<file path="src/design/nearest_valid_depth_pixel_defines.svh">
// assertion macros for the top design file nearest_valid_depth_pixel.sv
`ifndef NEAREST_VALID_DEPTH_PIXEL_DEFINES_SVH
`define NEAREST_VALID_DEPTH_PIXEL_DEFINES_SVH

// same-cycle implication, sampled on clk, off during rst
`define NVDP_ASSERT_NOW(lbl, ante, cons, msg) \
  lbl: assert property (@(posedge clk) disable iff (rst) (ante) |-> (cons)) \
    else $error(msg);

// next-cycle implication, sampled on clk, off during rst
`define NVDP_ASSERT_NEXT(lbl, ante, cons, msg) \
  lbl: assert property (@(posedge clk) disable iff (rst) (ante) |=> (cons)) \
    else $error(msg);

`endif

</file>
<file path="src/design/nvdp_pkg.sv">
package nvdp_pkg;

  localparam int COL_W   = 10;
  localparam int ROW_W   = 9;
  localparam int ADDR_W  = COL_W + ROW_W;
  localparam int POINT_W = 96;
  localparam int DIST_W  = 21;
  localparam int STORE_DEPTH = 1 << ADDR_W;

  localparam logic [10:0] MAX_COLUMNS = 11'(1 << COL_W);
  localparam logic [9:0]  MAX_ROWS    = 10'(1 << ROW_W);

  localparam logic MODE_LOAD  = 1'b0;
  localparam logic MODE_QUERY = 1'b1;

  localparam logic [1:0] REG_NEAREST_ENABLE = 2'd0;
  localparam logic [1:0] REG_IMAGE_WIDTH    = 2'd1;
  localparam logic [1:0] REG_IMAGE_HEIGHT   = 2'd2;

  localparam logic [2:0] STATUS_HIT     = 3'd0;
  localparam logic [2:0] STATUS_NEAREST = 3'd1;
  localparam logic [2:0] STATUS_NONE    = 3'd2;
  localparam logic [2:0] STATUS_OUTSIDE = 3'd3;
  localparam logic [2:0] STATUS_OFF     = 3'd4;

  typedef enum logic [2:0] {
    ST_IDLE,
    ST_LOOKUP,
    ST_SCAN,
    ST_DRAIN,
    ST_FETCH
  } state_t;

  typedef struct packed {
    logic             valid;
    logic [COL_W-1:0] col;
    logic [ROW_W-1:0] row;
  } scan_tag_t;

  typedef struct packed {
    logic               valid;
    logic               nan;
    logic [COL_W-1:0]   col;
    logic [ROW_W-1:0]   row;
    logic [2*COL_W-1:0] du_sq;
    logic [2*ROW_W-1:0] dv_sq;
  } dist_tag_t;

  function automatic logic is_nan(input logic [31:0] b);
    return (b[30:23] == 8'hFF) && (b[22:0] != 23'd0);
  endfunction

endpackage

</file>
<file path="src/design/nvdp_dist.sv">
module nvdp_dist import nvdp_pkg::*; (
  input  logic             clk,
  input  logic             rst,
  input  scan_tag_t        tag,
  input  logic             nan,
  input  logic [COL_W-1:0] q_col,
  input  logic [ROW_W-1:0] q_row,
  output dist_tag_t        dist_tag
);

  logic [COL_W:0]     du_full;
  logic [COL_W:0]     du_abs;
  logic [ROW_W:0]     dv_full;
  logic [ROW_W:0]     dv_abs;
  logic [COL_W-1:0]   du_mag;
  logic [ROW_W-1:0]   dv_mag;
  logic [2*COL_W-1:0] du_sq;
  logic [2*ROW_W-1:0] dv_sq;

  always_comb begin
    du_full = {1'b0, q_col} - {1'b0, tag.col};
    dv_full = {1'b0, q_row} - {1'b0, tag.row};
    du_abs  = du_full[COL_W] ? (~du_full + 1'b1) : du_full;
    dv_abs  = dv_full[ROW_W] ? (~dv_full + 1'b1) : dv_full;
    du_mag  = du_abs[COL_W-1:0];
    dv_mag  = dv_abs[ROW_W-1:0];
    du_sq   = {{COL_W{1'b0}}, du_mag} * {{COL_W{1'b0}}, du_mag};
    dv_sq   = {{ROW_W{1'b0}}, dv_mag} * {{ROW_W{1'b0}}, dv_mag};
  end

  always_ff @(posedge clk) begin
    if (rst) begin
      dist_tag.valid <= 1'b0;
    end else begin
      dist_tag.valid <= tag.valid;
    end
    dist_tag.nan   <= nan;
    dist_tag.col   <= tag.col;
    dist_tag.row   <= tag.row;
    dist_tag.du_sq <= du_sq;
    dist_tag.dv_sq <= dv_sq;
  end

endmodule

</file>
<file path="config.mk">
export PLATFORM = sky130hd
export DESIGN_NAME = nvdp_dist
export DESIGN_NICKNAME = d
export VERILOG_FILES = /design/src/design/nearest_valid_depth_pixel_defines.svh /design/src/design/nvdp_pkg.sv /design/src/design/nvdp_dist.sv
export SDC_FILE = /design/constraint.sdc
export NUM_CORES = 1
export LEC_CHECK = 0
export BUFFER_PORTS_ARGS = -buffer_cell sky130_fd_sc_hd__buf_2
export CORE_ASPECT_RATIO = 2
export CORE_MARGIN = 4
export CORE_UTILIZATION = 30
export DETAILED_ROUTE_END_ITERATION = 12
export PLACE_DENSITY = 0.53
export SLEW_MARGIN = 20
export SYNTH_ARGS = -nofsm -noshare
export SYNTH_HDL_FRONTEND = slang
export SYNTH_SLANG_ARGS = --single-unit
</file>
<file path="constraint.sdc">
create_clock -name clk -period 8.2 [get_ports clk]
set_input_delay 0.82 -clock clk [delete_from_list [all_inputs] [get_ports clk]]
set_output_delay 0.82 -clock clk [all_outputs]
set_load 0.05 [all_outputs]
</file>
==> results.json <==
{
  "status": "complete, no violations",
  "hold_viol": 0,
  "num_vias": 5686,
  "ctsHoldBuffers": 0,
  "cts-resized-gates": 0,
  "finalSetupTns_ns": 0,
  "postRouteAntennaNets": 0,
  "dr.first_iter.drc_count": 86,
  "clock.fmax_mhz": 134.6,
  "reg.largest.list": "dist_tag x57",
  "dieArea_mm2": 0.02651,
  "grt_pass1_vias": 6363,
  "syn_inst": 801,
  "syn_area_per_cell_um2": 8.922,
  "synth_cell_types": 66,
  "ys_warn_count": 0,
  "slew_violations": 0,
  "cts_root_buf": "clkbuf_16",
  "dp_hpwl_um": 15120,
  "crit_type": "primary input to flip-flop",
  "cts_setup_buffers": 0,
  "wl_per_cell_um": 14.32,
  "syn_to_final_growth_pct": 17.05,
  "period_share_pct": 90.60,
  "clk_pin_slew_worst_paths_ns": 0.05,
  "clockBufferDepth": 2,
  "track_usage_pct": 14.30,
  "finalSetupViolations": 0,
  "yosysSeqAreaShare_pct": 15.97,
  "crit_arrival_ns": 7.67,
  "grt_max_degree": 14,
  "yosysTopAreaCell": "fa_1",
  "synth_top_cell_area_share_pct": 23.25,
  "worst_pin_slew_ns": 0.7880,
  "nets": 1134,
  "htreeDepth": 3,
  "hp-start": "nan",
  "die_w_um": 117.1,
  "drc": 0,
  "ios": 101,
  "viasPerCell": 4.742,
  "startpoint_type": "primary input",
  "rows": 79,
  "cts_tree": "done",
  "antenna_found_initial": 0,
  "path_max_fanout": 10,
  "globalRoute.totalOverflow": 0,
  "holdPathStages": 1,
  "rsz0062_at_grt": "false",
  "gp_congestion": 0.8215,
  "cts_made_buffers": 9,
  "relSlewSlack_pct": 47.47,
  "syn_area_mm2": 0.007147,
  "firstDrtPassIters": 4,
  "fin_crit_ns": 7.429,
  "fp.coreArea_mm2": 0.02333,
  "drv_cap": 0,
  "largest_reg_flops": 57,
  "hold_class": "primary input to flip-flop",
  "fp.dieH_um": 226.3,
  "synth.area.top_cells": "fa_1 23%, ha_1 17%, dfxtp_1 16%",
  "start_util_pct": 30.64,
  "antenna_cells": 0,
  "finalWirelength_um": 17170,
  "end_kind": "flip-flop",
  "ys_async_sr_fraction_pct": 0,
  "largest-register": "dist_tag",
  "port_buffers": 98,
  "cts.sinks": 57,
  "drive_gt1_share_pct": 17.47,
  "grt_pass1_wl_um": 29070,
  "min_to": "dist_tag[57]$_DFF_P_",
  "synthFlopType": "dfxtp_1",
  "synth_edf_count": 0,
  "worstPathRequired_ns": 8.44,
  "synth_seq_cells": 57
}
==> synthesized netlist by cell type (6+ instances only) <==
master and instances:
or2_2 10, a21oi_1 28, nand2_1 34, ha_1 98, xnor2_1 36, nor2_1 91, xor2_1 21, a21o_1 14
fa_1 83, inv_1 152, nor3_1 11, o21ai_0 20, nor2b_1 15, o21a_1 6, nand2b_1 11, dfxtp_1 57
nand4_1 6, clkbuf_1 6, buf_2 8, nand3_1 8
==> cells by family after synthesis <==
logic type	count (synthesis)	share of synthesized area, %
and+or+nand+nor	208	13.99
adders and majority gates	181	40.41
AOI/OAI and AO/OA	122	12.06
buffers and inverters	168	9.069
other	1	0.05247
muxes	4	0.6302
DFF	57	15.97
xor gates and xnor gates	60	7.826
==> layer usage <==
layer | GRT usage, % | up-vias | routed length (um)
met5 | 0 | - | 0
met1 | 10.60 | 2792 | 4869
met3 | 2.537 | 27 | 380
li1 | - | 2813 | -
met2 | 31.49 | 54 | 11260
met4 | 6.704 | 0 | 663
==> through the flow <==
step	area, um^2	hold slack (ns)	worst slack, ns	utilization, %	instances
floorplan	7151	0.8477	1.004	-	802
global placement	8038	0.9233	0.4288	34.46	1183
detailed placement	8038	0.9243	0.3943	34.46	1183
CTS	8366	0.5438	0.7637	35.86	1199
global route	8366	0.5592	0.3652	35.86	1199
finish	8366	0.5686	0.7709	35.86	1199
==> cells in the final DEF, fill, tap and decap left out, types with 10 or more instances in the layout <==
cell type and count:
a21oi_1 28, nor2_1 91, ha_1 98, buf_2 98
xnor2_1 36, a21o_1 14, fa_1 83, nor3_1 11
buf_4 16, nand2_1 34, or2_2 10, nand2b_1 11
inv_1 152, dfxtp_1 57, xor2_1 21, o21ai_0 20
nor2b_1 15
==> cell type report <==
cell class	instances	area (um^2)
inverter	152	570.5
clock buffer	9	225.2
sequential	57	1141
timing repair buffer	114	610.6
fill	2466	14960
tap	283	354.1
multi-input combinational	577	5361
clock inverter	7	102.6
==> worst max path at each step <==
stage,start,to,slack (ns),depth (start not counted)
after floorplan,q_col[0],dist_tag[31]$_DFF_P_,1.00,25
after global placement,tag[9],dist_tag[31]$_DFF_P_,0.43,25
after detailed placement,tag[9],dist_tag[31]$_DFF_P_,0.39,25
after CTS,tag[9],dist_tag[31]$_DFF_P_,0.76,25
after global routing,tag[9],dist_tag[37]$_DFF_P_,0.37,25
final,tag[9],dist_tag[31]$_DFF_P_,0.77,25
==> critical path: stages <==
cell,delay [ns]
buf_2,0.11
ha_1,0.22
fa_1,0.40
nor2b_1,0.21
o21ai_1,0.15
a311oi_2,0.42
nor4b_4,0.31
a41oi_2,0.22
xnor2_4,0.25
or2_1,0.30
fa_1,0.52
fa_1,0.55
inv_1,0.06
fa_1,0.50
fa_1,0.55
inv_1,0.05
fa_1,0.54
inv_1,0.04
ha_1,0.33
and2_1,0.22
and2_1,0.14
a311oi_1,0.04
a41oi_1,0.40
a31oi_1,0.17
xnor2_1,0.14
Power is not shown: default switching activity piles up to over one toggle a cycle in this logic, so the estimate is an artifact.
